===== src/cls_pkg.sv =====
// Shared constants and types for the conveyor length sorter.
// No dependencies; cls_front, cls_back and the top level refer to it by scoped names.
package cls_pkg;

  // register map, word index = paddr[4:2]
  localparam logic [2:0] REG_THRESH = 3'd0;
  localparam logic [2:0] REG_SPEED  = 3'd1;
  localparam logic [2:0] REG_SMALL  = 3'd2;
  localparam logic [2:0] REG_MEDIUM = 3'd3;
  localparam logic [2:0] REG_LARGE  = 3'd4;

  localparam logic [11:0] THRESH_RESET = 12'd3500;
  localparam logic [17:0] SMALL_RESET  = 18'd50000;
  localparam logic [17:0] MEDIUM_RESET = 18'd75000;
  localparam logic [17:0] LARGE_RESET  = 18'd100000;

  // size classes
  localparam logic [2:0] CLS_TOO_SMALL = 3'd0;
  localparam logic [2:0] CLS_SMALL     = 3'd1;
  localparam logic [2:0] CLS_MEDIUM    = 3'd2;
  localparam logic [2:0] CLS_LARGE     = 3'd3;
  localparam logic [2:0] CLS_TOO_LARGE = 3'd4;
  localparam int         NUM_CLASSES   = 5;

  localparam logic [11:0] TGT_SMALL  = 12'd3140;
  localparam logic [11:0] TGT_MEDIUM = 12'd3276;
  localparam logic [11:0] TGT_LARGE  = 12'd3400;
  localparam logic [11:0] SKID_RESET = 12'd3270;

  localparam logic [24:0] DUR_CAP = 25'd16777216;
  localparam logic [19:0] LEN_MAX = 20'hFFFFF;
  localparam logic [11:0] SPEED_KNEE = 12'd1500;

  // datapath width of the length words; the delay divider retires two quotient bits a cycle
  localparam int DIV_W     = 40;
  localparam int DIV_STEPS = DIV_W / 2;

  typedef logic [15:0] count_t;

endpackage


===== src/cls_if.sv =====
// Handshake channels of the conveyor length sorter: sample words in, result words out.
// Depends on nothing.
interface cls_in_if;
  logic        valid;
  logic        ready;
  logic [11:0] sensor_sample;
  logic        clear_counts;
  modport source (output valid, sensor_sample, clear_counts, input ready);
  modport sink (input valid, sensor_sample, clear_counts, output ready);
endinterface

interface cls_out_if;
  logic        valid;
  logic        ready;
  logic [11:0] skid_target;
  logic        object_done;
  logic [2:0]  size_class;
  logic [19:0] measured_um;
  logic        queue_dropped;
  logic [15:0] count_too_small;
  logic [15:0] count_small;
  logic [15:0] count_medium;
  logic [15:0] count_large;
  logic [15:0] count_too_large;
  modport source (output valid, skid_target, object_done, size_class, measured_um,
                  queue_dropped, count_too_small, count_small, count_medium,
                  count_large, count_too_large, input ready);
  modport sink (input valid, skid_target, object_done, size_class, measured_um,
                queue_dropped, count_too_small, count_small, count_medium,
                count_large, count_too_large, output ready);
endinterface


===== src/conveyor_length_sorter.sv =====
// Top level of the conveyor length sorter: APB registers, front, job queue, back.
// Depends on cls_pkg, cls_if, cls_fifo, cls_front and cls_back.
//
//   channel   dir  payload
//   in_ch     in   sensor_sample[12], clear_counts
//   out_ch    out  skid_target, object_done, size_class, measured_um, queue_dropped,
//                  five 16-bit class counts
//   apb       in   five registers at byte addresses 0,4,8,12,16
//
// A sample with no finished object passes the back end through idle and output only. A
// finished object passes setup (idle, multiply, numerator), a shift-add divide by ten
// (run twice above 1500 mm/s), classing, the delay divide (skipped at zero speed), the
// queue update and output, where it waits out any stall on out_ch.
// The front takes a word every cycle into a 2-entry job queue and stalls only when it
// is full. rst is synchronous and clears all control state, counters and the skid
// setpoint (3270).
module conveyor_length_sorter #(
  parameter int QUEUE_DEPTH = 8,
  parameter int TIME_WIDTH  = 32
) (
  input  logic        clk,
  input  logic        rst,
  cls_in_if.sink      in_ch,
  cls_out_if.source   out_ch,
  input  logic        psel,
  input  logic        penable,
  input  logic        pwrite,
  input  logic [4:0]  paddr,
  input  logic [31:0] pwdata,
  output logic [31:0] prdata,
  output logic        pready
);
  localparam int JW = TIME_WIDTH + 27;

  logic [11:0] threshold, speed;
  logic [17:0] small_nom, medium_nom, large_nom;
  logic [2:0]  reg_idx;
  logic        wr_en;

  assign pready  = 1'b1;
  assign reg_idx = paddr[4:2];
  assign wr_en   = psel && penable && pwrite;

  always_ff @(posedge clk) begin
    if (rst) begin
      threshold  <= cls_pkg::THRESH_RESET;
      speed      <= '0;
      small_nom  <= cls_pkg::SMALL_RESET;
      medium_nom <= cls_pkg::MEDIUM_RESET;
      large_nom  <= cls_pkg::LARGE_RESET;
    end else if (wr_en) begin
      if (reg_idx == cls_pkg::REG_THRESH) threshold  <= pwdata[11:0];
      if (reg_idx == cls_pkg::REG_SPEED)  speed      <= pwdata[11:0];
      if (reg_idx == cls_pkg::REG_SMALL)  small_nom  <= pwdata[17:0];
      if (reg_idx == cls_pkg::REG_MEDIUM) medium_nom <= pwdata[17:0];
      if (reg_idx == cls_pkg::REG_LARGE)  large_nom  <= pwdata[17:0];
    end
  end

  always_comb begin
    prdata = '0;
    if (reg_idx == cls_pkg::REG_THRESH) prdata = 32'(threshold);
    if (reg_idx == cls_pkg::REG_SPEED)  prdata = 32'(speed);
    if (reg_idx == cls_pkg::REG_SMALL)  prdata = 32'(small_nom);
    if (reg_idx == cls_pkg::REG_MEDIUM) prdata = 32'(medium_nom);
    if (reg_idx == cls_pkg::REG_LARGE)  prdata = 32'(large_nom);
  end

  logic          job_push, job_space, job_valid, job_take;
  logic [JW-1:0] job_in, job_head;

  cls_front #(.TW(TIME_WIDTH)) u_front (
    .clk, .rst, .in_ch,
    .threshold (threshold),
    .job_space (job_space),
    .job_push  (job_push),
    .job_data  (job_in)
  );

  cls_fifo #(.W(JW)) u_jobs (
    .clk, .rst,
    .push      (job_push),
    .push_data (job_in),
    .can_push  (job_space),
    .pop       (job_take),
    .head      (job_head),
    .not_empty (job_valid)
  );

  cls_back #(.QD(QUEUE_DEPTH), .TW(TIME_WIDTH)) u_back (
    .clk, .rst,
    .job_valid  (job_valid),
    .job_data   (job_head),
    .job_take   (job_take),
    .speed      (speed),
    .small_nom  (small_nom),
    .medium_nom (medium_nom),
    .large_nom  (large_nom),
    .out_ch
  );
endmodule


===== src/cls_fifo.sv =====
// Two-entry job queue between the front and back of the sorter.
// Depends on nothing.
module cls_fifo #(
  parameter int W = 59
) (
  input  logic         clk,
  input  logic         rst,
  input  logic         push,
  input  logic [W-1:0] push_data,
  output logic         can_push,
  input  logic         pop,
  output logic [W-1:0] head,
  output logic         not_empty
);
  logic [W-1:0] slot0, slot1;
  logic [1:0]   fill;

  assign can_push  = (fill != 2'd2);
  assign not_empty = (fill != 2'd0);
  assign head      = slot0;

  always_ff @(posedge clk) begin
    if (rst) begin
      fill <= 2'd0;
    end else begin
      fill <= fill + {1'b0, push} - {1'b0, pop};
    end
    if (pop) begin
      slot0 <= (push && fill == 2'd1) ? push_data : slot1;
      if (push && fill == 2'd2) slot1 <= push_data;
    end else if (push) begin
      if (fill == 2'd0) slot0 <= push_data;
      else slot1 <= push_data;
    end
  end
endmodule


===== src/cls_front.sv =====
// Front end: tick counter and object presence detection; emits one job per sample.
// Depends on cls_pkg and cls_in_if.
module cls_front #(
  parameter int TW = 32
) (
  input  logic           clk,
  input  logic           rst,
  cls_in_if.sink         in_ch,
  input  logic [11:0]    threshold,
  input  logic           job_space,
  output logic           job_push,
  output logic [TW+26:0] job_data
);
  logic [TW-1:0] tick_now;
  logic [TW-1:0] entry_tick;
  logic          present;
  logic [TW-1:0] span;
  logic [47:0]   span_x;
  logic [24:0]   dur;
  logic          done;

  assign in_ch.ready = job_space;
  assign job_push    = in_ch.valid && job_space;

  assign span   = tick_now - entry_tick;
  assign span_x = 48'(span);
  assign dur    = (span_x > 48'(cls_pkg::DUR_CAP)) ? cls_pkg::DUR_CAP : span_x[24:0];
  assign done   = present && (in_ch.sensor_sample < threshold);
  assign job_data = {tick_now, dur, done, in_ch.clear_counts};

  always_ff @(posedge clk) begin
    if (rst) begin
      tick_now   <= '0;
      entry_tick <= '0;
      present    <= 1'b0;
    end else if (job_push) begin
      tick_now <= tick_now + 1'b1;
      if (!present) begin
        if (in_ch.sensor_sample > threshold) begin
          present    <= 1'b1;
          entry_tick <= tick_now;
        end
      end else if (done) begin
        present <= 1'b0;
      end
    end
  end
endmodule


===== src/cls_back.sv =====
// Back end: length, classing, counters, due-tick divide and the skid target queue.
// Depends on cls_pkg and cls_out_if.
module cls_back #(
  parameter int QD = 8,
  parameter int TW = 32
) (
  input  logic           clk,
  input  logic           rst,
  input  logic           job_valid,
  input  logic [TW+26:0] job_data,
  output logic           job_take,
  input  logic [11:0]    speed,
  input  logic [17:0]    small_nom,
  input  logic [17:0]    medium_nom,
  input  logic [17:0]    large_nom,
  cls_out_if.source      out_ch
);
  localparam int IW = (QD > 1) ? $clog2(QD) : 1;
  localparam int FW = $clog2(QD + 1);
  localparam logic [63:0] MAXD = (64'd1 << (TW - 1)) - 64'd1;

  typedef enum logic [2:0] {
    S_IDLE, S_MUL, S_NUM, S_TEN, S_CLS, S_DIV2, S_FIN, S_OUT
  } state_t;

  state_t state;

  logic [TW-1:0]  due_ticks [QD];
  logic [11:0]    due_targets [QD];
  logic [FW-1:0]  fill;
  cls_pkg::count_t counts [cls_pkg::NUM_CLASSES];
  logic [11:0]    skid;

  logic [TW-1:0]  job_tick;
  logic [24:0]    job_dur;
  logic [36:0]    xr;
  logic           neg;
  logic [TW-1:0]  delay;
  logic [11:0]    target;
  logic           done_r, drop_r;
  logic [2:0]     cls_r;
  logic [19:0]    meas_r;

  // divider
  logic [12:0]    dv_rem;
  logic [cls_pkg::DIV_W-1:0] dv_quo;
  logic [11:0]    dv_div;
  logic [4:0]     dv_cnt;
  logic [12:0]    st_rem;
  logic [cls_pkg::DIV_W-1:0] st_quo;

  always_comb begin
    st_rem = dv_rem;
    st_quo = dv_quo;
    for (int k = 0; k < 2; k++) begin
      st_rem = {st_rem[11:0], st_quo[cls_pkg::DIV_W-1]};
      st_quo = {st_quo[cls_pkg::DIV_W-2:0], 1'b0};
      if (st_rem >= {1'b0, dv_div}) begin
        st_rem    = st_rem - {1'b0, dv_div};
        st_quo[0] = 1'b1;
      end
    end
  end

  // divide by ten with shifts and adds, eight steps a pass; /100 is two passes
  logic [cls_pkg::DIV_W-1:0] ten_n, ten_q, ten_qc;
  logic [4:0]     ten_r, ten_rc;
  logic [2:0]     ten_step;
  logic           ten_two, ten_nz;

  always_comb begin
    ten_qc = ten_q + cls_pkg::DIV_W'(ten_r > 5'd9);
    ten_rc = (ten_r > 5'd9) ? ten_r - 5'd10 : ten_r;
  end

  // numerator for the length divide
  logic signed [41:0] xs, num;
  logic [cls_pkg::DIV_W-1:0] mag;
  logic hi_speed;

  assign hi_speed = speed > cls_pkg::SPEED_KNEE;
  always_comb begin
    xs  = $signed({5'd0, xr}) - 42'sd25000
          - 42'(($signed({1'b0, speed}) - 13'sd1500) * 42'sd330);
    num = xs * 42'sd6 + 42'(({1'b0, small_nom} + {1'b0, large_nom}) * 19'd20);
    mag = num[41] ? cls_pkg::DIV_W'(-num) : cls_pkg::DIV_W'(num);
  end

  // length and class once the length divide is done
  logic signed [41:0] len, qs, sm_s, md_s, lg_s;
  logic [2:0]  cls_c;
  logic [11:0] tgt_c;
  logic [17:0] nom_c;
  logic [19:0] meas_c;
  logic [23:0] dist5;
  logic [63:0] qx;

  always_comb begin
    qs   = $signed({2'b0, ten_q});
    len  = neg ? (-qs - 42'(ten_nz)) : qs;
    sm_s = $signed(42'(small_nom));
    md_s = $signed(42'(medium_nom));
    lg_s = $signed(42'(large_nom));
    if (len < sm_s + 42'sd12500) begin
      cls_c = (len < sm_s - 42'sd15000) ? cls_pkg::CLS_TOO_SMALL : cls_pkg::CLS_SMALL;
      tgt_c = cls_pkg::TGT_SMALL;
      nom_c = small_nom;
    end else if (len <= md_s + 42'sd12500) begin
      cls_c = cls_pkg::CLS_MEDIUM;
      tgt_c = cls_pkg::TGT_MEDIUM;
      nom_c = medium_nom;
    end else begin
      cls_c = (len > lg_s + 42'sd20000) ? cls_pkg::CLS_TOO_LARGE : cls_pkg::CLS_LARGE;
      tgt_c = cls_pkg::TGT_LARGE;
      nom_c = large_nom;
    end
    if (len < 42'sd0) meas_c = '0;
    else if (len > $signed(42'(cls_pkg::LEN_MAX))) meas_c = cls_pkg::LEN_MAX;
    else meas_c = len[19:0];
    // never negative: twice a nominal stays below 860000
    dist5 = 24'((24'd860000 + 24'(speed) * 24'd145 - {5'd0, nom_c, 1'b0}) * 24'd5);
    qx = 64'(dv_quo);
  end

  logic [TW-1:0] jt_in;
  assign jt_in    = job_data[TW+26:27];
  assign job_take = (state == S_IDLE) && job_valid;

  logic [TW-1:0] rel_diff;
  assign rel_diff = jt_in - due_ticks[0];

  // fill was bumped in S_FIN; the new entry sits at fill-1
  logic          out_wrote;
  logic [FW-1:0] wr_pos;
  logic [IW-1:0] wr_idx;
  assign wr_pos = fill - 1'b1;
  assign wr_idx = wr_pos[IW-1:0];

  always_ff @(posedge clk) begin
    if (rst) begin
      state <= S_IDLE;
      fill  <= '0;
      skid  <= cls_pkg::SKID_RESET;
      for (int i = 0; i < cls_pkg::NUM_CLASSES; i++) counts[i] <= '0;
      out_ch.valid <= 1'b0;
    end else begin
      unique case (state)
        S_IDLE: begin
          if (job_valid) begin
            job_tick <= jt_in;
            job_dur  <= job_data[26:2];
            if (fill != '0 && !rel_diff[TW-1]) begin
              skid <= due_targets[0];
              for (int i = 0; i < QD - 1; i++) begin
                due_ticks[i]   <= due_ticks[i+1];
                due_targets[i] <= due_targets[i+1];
              end
              fill <= fill - 1'b1;
            end
            if (job_data[0])
              for (int i = 0; i < cls_pkg::NUM_CLASSES; i++) counts[i] <= '0;
            done_r <= job_data[1];
            cls_r  <= cls_pkg::CLS_TOO_SMALL;
            meas_r <= '0;
            drop_r <= 1'b0;
            if (job_data[1]) begin
              state <= S_MUL;
            end else begin
              out_ch.valid <= 1'b1;
              state        <= S_OUT;
            end
          end
        end
        S_MUL: begin
          xr    <= job_dur * speed;
          state <= S_NUM;
        end
        S_NUM: begin
          ten_step <= '0;
          ten_nz   <= 1'b0;
          if (hi_speed) begin
            ten_n   <= mag;
            neg     <= num[41];
            ten_two <= 1'b1;
          end else begin
            ten_n   <= cls_pkg::DIV_W'(xr);
            neg     <= 1'b0;
            ten_two <= 1'b0;
          end
          state <= S_TEN;
        end
        S_TEN: begin
          ten_step <= ten_step + 1'b1;
          unique case (ten_step)
            3'd0: ten_q <= (ten_n >> 1) + (ten_n >> 2);
            3'd1: ten_q <= ten_q + (ten_q >> 4);
            3'd2: ten_q <= ten_q + (ten_q >> 8);
            3'd3: ten_q <= ten_q + (ten_q >> 16);
            3'd4: ten_q <= ten_q + (ten_q >> 32);
            3'd5: ten_q <= ten_q >> 3;
            3'd6: ten_r <= 5'(ten_n - ((ten_q << 3) + (ten_q << 1)));
            3'd7: begin
              // estimate is at most one low
              ten_q  <= ten_qc;
              ten_nz <= ten_nz || (ten_rc != 5'd0);
              if (ten_two) begin
                ten_n   <= ten_qc;
                ten_two <= 1'b0;
              end else begin
                state <= S_CLS;
              end
            end
          endcase
        end
        S_CLS: begin
          cls_r  <= cls_c;
          meas_r <= meas_c;
          target <= tgt_c;
          if (counts[cls_c] != 16'hFFFF) counts[cls_c] <= counts[cls_c] + 1'b1;
          dv_rem <= '0;
          dv_quo <= cls_pkg::DIV_W'(dist5);
          dv_div <= speed;
          dv_cnt <= 5'(cls_pkg::DIV_STEPS - 1);
          if (speed == '0) begin
            delay <= MAXD[TW-1:0];
            state <= S_FIN;
          end else begin
            state <= S_DIV2;
          end
        end
        S_DIV2: begin
          dv_rem <= st_rem;
          dv_quo <= st_quo;
          dv_cnt <= dv_cnt - 1'b1;
          if (dv_cnt == '0) state <= S_FIN;
        end
        S_FIN: begin
          // a zero-speed delay was already set in S_CLS
          if (speed != '0) delay <= (qx > MAXD) ? MAXD[TW-1:0] : qx[TW-1:0];
          state <= S_OUT;
          if (fill < FW'(QD)) begin
            fill <= fill + 1'b1;
          end else begin
            drop_r <= 1'b1;
          end
          out_ch.valid <= 1'b1;
        end
        S_OUT: begin
          if (out_ch.ready) begin
            out_ch.valid <= 1'b0;
            state        <= S_IDLE;
          end
        end
        default: state <= S_IDLE;
      endcase
    end
    // queue write on entry to S_OUT, after the delay has settled
    if (!rst && state == S_OUT && done_r && !drop_r && !out_wrote) begin
      due_ticks[wr_idx]   <= job_tick + delay;
      due_targets[wr_idx] <= target;
    end
  end

  always_ff @(posedge clk) begin
    if (rst) begin
      out_wrote <= 1'b0;
    end else if (state == S_OUT) begin
      out_wrote <= 1'b1;
    end else begin
      out_wrote <= 1'b0;
    end
  end

  assign out_ch.skid_target     = skid;
  assign out_ch.object_done     = done_r;
  assign out_ch.size_class      = cls_r;
  assign out_ch.measured_um     = meas_r;
  assign out_ch.queue_dropped   = drop_r;
  assign out_ch.count_too_small = counts[cls_pkg::CLS_TOO_SMALL];
  assign out_ch.count_small     = counts[cls_pkg::CLS_SMALL];
  assign out_ch.count_medium    = counts[cls_pkg::CLS_MEDIUM];
  assign out_ch.count_large     = counts[cls_pkg::CLS_LARGE];
  assign out_ch.count_too_large = counts[cls_pkg::CLS_TOO_LARGE];
endmodule

===== src/flat_wrapper.sv =====
// flat-port wrapper written by rule: the top's interface ports become plain ports
module conveyor_length_sorter_flat 
#(
  parameter int QUEUE_DEPTH = 8,
  parameter int TIME_WIDTH  = 32
)
  (clk, rst, psel, penable, pwrite, paddr, pwdata, prdata, pready, in_ch_valid, in_ch_sensor_sample, in_ch_clear_counts, in_ch_ready, out_ch_valid, out_ch_skid_target, out_ch_object_done, out_ch_size_class, out_ch_measured_um, out_ch_queue_dropped, out_ch_count_too_small, out_ch_count_small, out_ch_count_medium, out_ch_count_large, out_ch_count_too_large, out_ch_ready);
  cls_in_if in_ch_i ();
  cls_out_if out_ch_i ();
  input  logic clk;
  input  logic rst;
  input  logic psel;
  input  logic penable;
  input  logic pwrite;
  input  logic [4:0] paddr;
  input  logic [31:0] pwdata;
  output logic [31:0] prdata;
  output logic pready;
  input wire logic [$bits(in_ch_i.valid)-1:0] in_ch_valid;
  input wire logic [$bits(in_ch_i.sensor_sample)-1:0] in_ch_sensor_sample;
  input wire logic [$bits(in_ch_i.clear_counts)-1:0] in_ch_clear_counts;
  output wire logic [$bits(in_ch_i.ready)-1:0] in_ch_ready;
  output wire logic [$bits(out_ch_i.valid)-1:0] out_ch_valid;
  output wire logic [$bits(out_ch_i.skid_target)-1:0] out_ch_skid_target;
  output wire logic [$bits(out_ch_i.object_done)-1:0] out_ch_object_done;
  output wire logic [$bits(out_ch_i.size_class)-1:0] out_ch_size_class;
  output wire logic [$bits(out_ch_i.measured_um)-1:0] out_ch_measured_um;
  output wire logic [$bits(out_ch_i.queue_dropped)-1:0] out_ch_queue_dropped;
  output wire logic [$bits(out_ch_i.count_too_small)-1:0] out_ch_count_too_small;
  output wire logic [$bits(out_ch_i.count_small)-1:0] out_ch_count_small;
  output wire logic [$bits(out_ch_i.count_medium)-1:0] out_ch_count_medium;
  output wire logic [$bits(out_ch_i.count_large)-1:0] out_ch_count_large;
  output wire logic [$bits(out_ch_i.count_too_large)-1:0] out_ch_count_too_large;
  input wire logic [$bits(out_ch_i.ready)-1:0] out_ch_ready;
  assign in_ch_i.valid = in_ch_valid;
  assign in_ch_i.sensor_sample = in_ch_sensor_sample;
  assign in_ch_i.clear_counts = in_ch_clear_counts;
  assign in_ch_ready = in_ch_i.ready;
  assign out_ch_valid = out_ch_i.valid;
  assign out_ch_skid_target = out_ch_i.skid_target;
  assign out_ch_object_done = out_ch_i.object_done;
  assign out_ch_size_class = out_ch_i.size_class;
  assign out_ch_measured_um = out_ch_i.measured_um;
  assign out_ch_queue_dropped = out_ch_i.queue_dropped;
  assign out_ch_count_too_small = out_ch_i.count_too_small;
  assign out_ch_count_small = out_ch_i.count_small;
  assign out_ch_count_medium = out_ch_i.count_medium;
  assign out_ch_count_large = out_ch_i.count_large;
  assign out_ch_count_too_large = out_ch_i.count_too_large;
  assign out_ch_i.ready = out_ch_ready;
  conveyor_length_sorter #(.QUEUE_DEPTH(QUEUE_DEPTH), .TIME_WIDTH(TIME_WIDTH)) u_core (.clk(clk), .rst(rst), .in_ch(in_ch_i), .out_ch(out_ch_i), .psel(psel), .penable(penable), .pwrite(pwrite), .paddr(paddr), .pwdata(pwdata), .prdata(prdata), .pready(pready));
endmodule

===== config.mk =====
export PLATFORM = sky130hd
export DESIGN_NAME = conveyor_length_sorter_flat
export DESIGN_NICKNAME = d
export VERILOG_FILES = /design/src/cls_pkg.sv /design/src/cls_if.sv /design/src/conveyor_length_sorter.sv /design/src/cls_fifo.sv /design/src/cls_front.sv /design/src/cls_back.sv /design/src/flat_wrapper.sv
export SDC_FILE = /design/constraint.sdc
export NUM_CORES = 2
export LEC_CHECK = 0
export BUFFER_PORTS_ARGS = -buffer_cell sky130_fd_sc_hd__buf_2
export CAP_MARGIN = 5
export CELL_PAD_IN_SITES_DETAIL_PLACEMENT = 1
export CELL_PAD_IN_SITES_GLOBAL_PLACEMENT = 1
export CORE_MARGIN = 2
export CORE_UTILIZATION = 55
export DETAILED_ROUTE_END_ITERATION = 8
export HOLD_SLACK_MARGIN = 0.05
export PLACE_DENSITY_LB_ADDON = 0.1
export SLEW_MARGIN = 30
export SYNTH_ARGS = -nofsm -noshare
export SYNTH_HDL_FRONTEND = slang
export SYNTH_HIERARCHICAL = 1
export SYNTH_SLANG_ARGS = --single-unit

===== constraint.sdc =====
create_clock -name clk -period 20.3 [get_ports clk]
set_clock_uncertainty 0.15 [all_clocks]
set_input_delay 1.015 -clock clk [delete_from_list [all_inputs] [get_ports clk]]
set_output_delay 1.015 -clock clk [all_outputs]
set_load 0.01 [all_outputs]

[Word-level counts from Yosys, hierarchy flattened]
Memory sizes are Yosys's and may differ from the RTL's. A register that Yosys moved wholly into a read port is not among the register bits.
Index checks and enable logic that the tools add are counted.
Cells by class
  bitwise operators: 7
  shift operators: 0
  order comparisons: 15
  reductions and logical operators: 64
  muxes and demuxes: 107
  multiply operators: 6
  div/mod/pow operators: 0
  equal/unequal tests: 36
  add/subtract/negate cells: 36
Operator list (number)
  two-way mux 59 bit: 8
  case mux 40 bit (7 select lines): 1
  two-way mux 40 bit: 4
  case mux 40 bit (2 select lines): 2
  two-way mux 32 bit: 4
  two-way mux 16 bit: 6
  two-way mux 18 bit: 5
  case mux 32 bit (2 select lines): 1
  subtractor 32 bit: 2
  two-way mux 12 bit: 5
  two-way mux 20 bit: 3
  adder 42 x 24 -> 42 bit: 1
  > comparator 42 x 20 -> 1 bit: 1
  > comparator 42 x 21 -> 1 bit (second input constant): 1
  <= comparator 42 x 20 -> 1 bit: 1
  < comparator 42 x 1 -> 1 bit (second input constant): 1
  < comparator 42 x 19 -> 1 bit: 1
  < comparator 42 x 20 -> 1 bit: 1
  multiplier 42 x 2 -> 41 bit (second input constant): 1
  two-way mux 42 bit: 1
  negation 40 -> 42 bit: 1
  subtractor 42 x 1 -> 42 bit: 1
  adder 39 x 38 -> 40 bit: 1
  adder 40 x 1 -> 40 bit: 1
  other kinds (85): 217
Storage, ports and cells
  memory bits (writable): 432
  latch bits: 0
  memories kept: 3
  logic and storage cells: 309
  memory bits (read-only): 0
  output and inout bits: 152
  register bits: 595
Memories
  u_core.u_back.due_ticks: words 8, width 32, read ports 8, clocked after Yosys merged registers in 0, write ports 7, RTL line cls_back.sv:28  | logic [TW-1:0] due_ticks [QD];
  u_core.u_back.due_targets: words 8, width 12, read ports 8, clocked after Yosys merged registers in 1, write ports 7, RTL line cls_back.sv:29  | logic [11:0] due_targets [QD];
  u_core.u_back.counts: words 5, width 16, read ports 6, clocked after Yosys merged registers in 0, write ports 5, RTL line cls_back.sv:31  | cls_pkg::count_t counts [cls_pkg::NUM_CLASSES];

[Longest topological paths before layout]
An unclocked memory read counts as a cell.
  depth in word-level cells: 15
  gate-level depth with buffers: 63

[By module]
The synthesis kept the hierarchy.
By module, submodules not included
  cls_back: cells an instance 7086, seq. area each 22851.9 um^2, area each 67209.5 um^2, times used 1
  cls_fifo: cells an instance 410, seq. area each 3583.4 um^2, area each 5481.5 um^2, times used 1
  cls_front: cells an instance 677, seq. area each 1301.2 um^2, area each 5296.3 um^2, times used 1
  conveyor_length_sorter: cells an instance 413, seq. area each 1561.5 um^2, area each 3911.3 um^2, times used 1

[Worst setup path after synthesis]
Ideal clock, no wire load.
  kind: reg2reg
  start point: register u_core.speed[2]
  end point: register u_core/u_back/ten_n[5] (netlist name), data pin
  cell stages (with the launch flop): 53
  arrival time: 10929 ps
  setup slack: 8949 ps
  data required time: 19878 ps
  path through: dfxtp_1 > clkbuf_1 > inv_1 > nor3_1 > o21ai_0 > nor3_1 > o21ai_0 > xnor2_1 > ha_1 > ha_1 > fa_1 > inv_1 > fa_1 > inv_1 > ha_1 > o21a_1 > o21ai_0 > nand2b_1 > [17 not listed] > nor3b_1 > a211o_1 > a21oi_1 > o21ai_0 > nand2_1 > or4_1 > and3_4 > xor2_1 > or4_4 > a2111oi_4 > nand3_2 > nor4_4 > xnor2_1 > buf_6 > clkbuf_1 > nor2_1 > xnor2_1 > o211ai_1
On the way
  cells in the longest elaborated chain, start to end: 9
Ends and longest elaborated chain
  from (decl): RTL line conveyor_length_sorter.sv:35  | logic [11:0] threshold, speed;
  from (signal assigned): RTL line conveyor_length_sorter.sv:53  | if (reg_idx == cls_pkg::REG_SPEED) speed <= pwdata[11:0];
  subtractor 12 x 11 -> 13 bit: RTL line cls_back.sv:84  | - 42'(($signed({1'b0, speed}) - 13'sd1500) * 42'sd330);
  multiplier 13 x 9 -> 22 bit: RTL line cls_back.sv:84
  subtractor 38 x 23 -> 39 bit: RTL line cls_back.sv:84
  multiplier 42 x 2 -> 41 bit: RTL line cls_back.sv:85  | num = xs * 42'sd6 + 42'(({1'b0, small_nom} + {1'b0, large_nom}) * 19'd20);
  adder 42 x 24 -> 42 bit: RTL line cls_back.sv:85
  negation 40 bit: RTL line cls_back.sv:86  | mag = num[41] ? cls_pkg::DIV_W'(-num) : cls_pkg::DIV_W'(num);
  two-way mux 40 bit: RTL line cls_back.sv:86
  two-way mux 40 bit *: RTL line cls_back.sv:181  | if (hi_speed) begin
  case mux 40 bit (2 select lines) *: RTL line cls_back.sv:147  | unique case (state)
  to (signal assigned): RTL line cls_back.sv:182  | ten_n <= mag;
  to (signal assigned): RTL line cls_back.sv:186  | ten_n <= cls_pkg::DIV_W'(xr);
  to (signal assigned): RTL line cls_back.sv:207  | ten_n <= ten_qc;
  to (decl): RTL line cls_back.sv:66  | logic [cls_pkg::DIV_W-1:0] ten_n, ten_q, ten_qc;
Every way passes the cells marked *; elsewhere a longest branch is shown, timed or not.
A chain may end at the register's enable or synchronous reset.

[Final worst setup path]
  start point: register u_core.speed[2]
  end point: register u_core/u_back/ten_n[36] (netlist name), data pin
The elaborated chain is that of the path after synthesis.

==> flow_metrics.env <==
export IMPL_synth_distinct_cells=125
export IMPL_viasPerCell=6.23
export IMPL_p_per_area_nw_per_um2=116
export IMPL_clk_path_buf_depth=3
export IMPL_fmax_ghz=0.0732
export IMPL_cp_common_cell="a21oi_1"
export IMPL_dieWidth_um=390
export IMPL_r2r_cells=50
export IMPL_status="finished clean"
export IMPL_synth_edf_count=865
export IMPL_yosysWarningCount=6
export IMPL_grt_busiest_layer="met2"
export IMPL_max_slew_margin=0.311
export IMPL_yosys_area_top_type="edfxtp_1"
export IMPL_use_met2=0.597
export IMPL_drive_gt1_frac=0.0776
export IMPL_htreeDepth=3
export IMPL_vias=66300
export IMPL_antenna_found_initial=6
export IMPL_setup_slack_ps=6630
export IMPL_synth_area_um2=81900
export IMPL_routed_wl_mm=258
export IMPL_core_um2=148000
export IMPL_synthTopCellsByArea="edfxtp_1 (32%), ha_1 (12%), fa_1 (6.9%), dfxtp_1 (4.1%), xnor2_1 (3.9%)"
export IMPL_die_h_um=390
export IMPL_numCtsBuffers=112
export IMPL_post_cts_buffers=0
export IMPL_port_buffers=177
export IMPL_cts_tree="yes"
export IMPL_period_minus_slack_ps=13670
export IMPL_cp_arrival_ps=13970
export IMPL_cts_sinks=1031
export IMPL_yosys_area_top_type_share=0.317
export IMPL_holdPathStages=0
export IMPL_required_ps=20600
export IMPL_ys_seq_area_frac=0.358
export IMPL_r2r_end="u_core/u_back/ten_n[36]"
export IMPL_hold_buffers=0
export IMPL_netlist_instances=8586
export IMPL_num_rows=141
export IMPL_leakagePower_nw=37.3
export IMPL_syn_avg_cell_area_um2=9.54
export IMPL_maxSlewViolCount=0
export IMPL_hp_class="reg -> reg"
export IMPL_rsz0062_at_grt="false"
export IMPL_worstHoldEndpoint="u_core/u_back/job_dur[21]"
export IMPL_clk_latency_ps=810
export IMPL_dieArea_um2=152000
export IMPL_crit_path_end_kind="register"
export IMPL_r2r_start="u_core/speed[2]"
export IMPL_nets=9754
export IMPL_clkTransAtPathRegs_ps=60
export IMPL_dr_pass1_iters=6
export IMPL_grt_use_met3=0.0383
export IMPL_critical_path_max_stage_delay_ps=800
export IMPL_drc=0
export IMPL_ant_nets=0
export IMPL_hold_violations=0
export IMPL_power_total_mw=10.3
export IMPL_hp_start="u_core/u_jobs/head[23]"
export IMPL_start_util=0.554
export IMPL_io_pins=209
export IMPL_r2r_slack_ps=6630
export IMPL_hpwl_mm=189
export IMPL_grt_pass1_vias=71300
export IMPL_ys_ff_latch=1031
export IMPL_met1_usage=0.399
export IMPL_post_drt_wl_per_cell_um=24.2
export IMPL_path_max_fanout=31
export IMPL_ir_drop_mv=0.139
export IMPL_grt_pass1_wl_mm=403
export IMPL_finalWeightedCongestion=0.946
export IMPL_drt_iter0_drc=4217
export IMPL_final_setup_tns_ps=0
export IMPL_cts_root_buf="clkbuf_16"
export IMPL_ys_async_sr_fraction=0
export IMPL_setup_viol=0
export IMPL_max_cap_viol_count=0
export IMPL_postLayoutCellArea_um2=88500
export IMPL_critPathSlowestCell="xor2_2"
export IMPL_synth_flop_cell="edfxtp_1"
export IMPL_finalCritPeriodShare=0.673
export IMPL_final_util=0.599
export IMPL_cp_start_kind="register"
export IMPL_syn_to_final_growth_pct=8.09
export IMPL_placed_cell_area_um2=84700
export IMPL_place_ws_ps=6610
export IMPL_grt_max_degree=82
export IMPL_grt_usage=0.335
export IMPL_cts_resized_gates=0
export IMPL_worst_pin_slew_ps=1030
export IMPL_critPathKind="reg -> reg"
export IMPL_grt_remaining_overflow=0
==> routing by layer <==
metal	part of all wire	wire length (um)
met1	0.40	102000
met2	0.50	130000
met3	0.048	12300
met5	0.000062	16
met4	0.054	13900
==> how the worst max path moves through the flow <==
stage / startpoint / to / slack (ps) / cells past startpoint
after global routing: u_core/u_back/ten_q[0] / u_core/u_back/dv_quo[23] / 5590 / 61
after global placement: u_core/speed[2] / u_core/u_back/ten_n[36] / 6960 / 49
final: u_core/speed[2] / u_core/u_back/ten_n[36] / 6630 / 50
after detailed placement: u_core/speed[2] / u_core/u_back/ten_n[36] / 6610 / 50
after CTS: u_core/speed[2] / u_core/u_back/ten_n[36] / 6590 / 50
after floorplan: u_core/speed[2] / u_core/u_back/ten_n[5] / 8950 / 52
==> sequential cells by signal, indices dropped and copies added, names as in the netlist, 18 cells and up <==
register                          count
u_core/large_nom                     18
u_core/medium_nom                    18
u_core/small_nom                     18
u_core/u_back/counts                 80
u_core/u_back/delay                  32
u_core/u_back/due_targets            96
u_core/u_back/due_ticks             256
u_core/u_back/dv_quo                 40
u_core/u_back/job_dur                25
u_core/u_back/job_tick               32
u_core/u_back/out_ch.measured_um     20
u_core/u_back/ten_n                  40
u_core/u_back/ten_q                  40
u_core/u_back/xr                     37
u_core/u_front/entry_tick            32
u_core/u_front/tick_now              32
u_core/u_jobs/head                   59
u_core/u_jobs/slot1                  59
==> critical path: cells and delay by family (launching register included) <==
| family | cells | cell delay, ps |
|---|---|---|
| xor gates and xnor gates | 6 | 2060 |
| AOI/OAI and AO/OA | 19 | 3620 |
| and+or+nand+nor | 14 | 3670 |
| buffers and inverters | 4 | 770 |
| adders and majority gates | 7 | 2770 |
| DFF | 1 | 310 |
==> report_power, final <==
group          switching, mW  internal, mW  leakage (nW)
clock network          0.924          1.21          1.89
registers              0.236          2.69          9.30
logic                   3.23          2.01          26.1
total                   4.39          5.91          37.3
==> cell type report <==
cell class / instances / area (um^2)
fillers: 16600 / 59300
multi-input cells: 6433 / 48400
repair buffers: 290 / 1740
flip-flops and latches: 1031 / 29300
clock buffers: 150 / 3140
inverters: 754 / 2830
clock inverters: 57 / 703
diodes: 3 / 7.51
well taps: 1930 / 2410
==> cells in the final DEF (no fill, tap or decap), types with 48 or more instances in the layout <==
master / netlist / routed
nand2_1: 824 / 818
o211ai_1: 90 / 90
nor2_1: 642 / 637
dfxtp_1: 166 / 165
or2_2: 60 / 60
buf_2: 27 / 175
and2_1: 181 / 180
inv_1: 747 / 747
a31oi_1: 48 / 48
nand3_1: 157 / 153
nor2b_1: 70 / 68
fa_1: 282 / 282
o21ai_0: 495 / 493
nand4_1: 83 / 83
a21oi_1: 512 / 509
ha_1: 793 / 793
xnor2_1: 367 / 366
mux2i_1: 174 / 174
nand4b_1: 65 / 65
edfxtp_1: 865 / 865
xor2_1: 169 / 169
nor3_1: 134 / 130
o21bai_1: 63 / 63
nand2b_1: 199 / 199
a21o_1: 149 / 147
buf_4: 26 / 114
clkbuf_16: 0 / 113
o21a_1: 71 / 71
or3_1: 60 / 57
==> stage by stage <==
| step | cells | hold WS [ps] |
|---|---|---|
| 4_1_cts | 10600 | 271 |
| 2_1_floorplan | 8599 | 250 |
| 6_report | 10600 | 271 |
| 5_1_grt | 10600 | 278 |
| 3_5_place_dp | 10400 | 256 |
| 3_3_place_gp | 10400 | 251 |
==> synthesized netlist by cell type, drive strengths merged (25+ instances only) <==
master	instances
or2	62
nand4b	66
a222oi	31
nor2	643
o21a	72
o31ai	46
edfxtp	865
inv	750
o21bai	68
a21o	149
buf	86
nand4	83
o211ai	101
fa	282
dfxtp	166
and2	182
nor3	135
nor2b	70
ha	793
a211oi	47
clkbuf	295
a21oi	522
a21boi	26
nand2	825
xor2	170
mux2i	175
and3	47
a221oi	33
nand3b	28
nand2b	199
xnor2	368
nor4	35
nand3	158
o21ai	512
a31oi	49
a22oi	25
or3	60
==> cells by family after synthesis <==
logic type,Yosys count,share of synthesized area
AOI/OAI and AO/OA,1925,0.153
xor gates and xnor gates,540,0.0583
adders and majority gates,1077,0.190
buffers and inverters,1135,0.0549
DFF,1031,0.358
muxes,197,0.0245
other,3,0.000137
and+or+nand+nor,2678,0.162
Note: power is estimated with default switching activity, not from simulation.
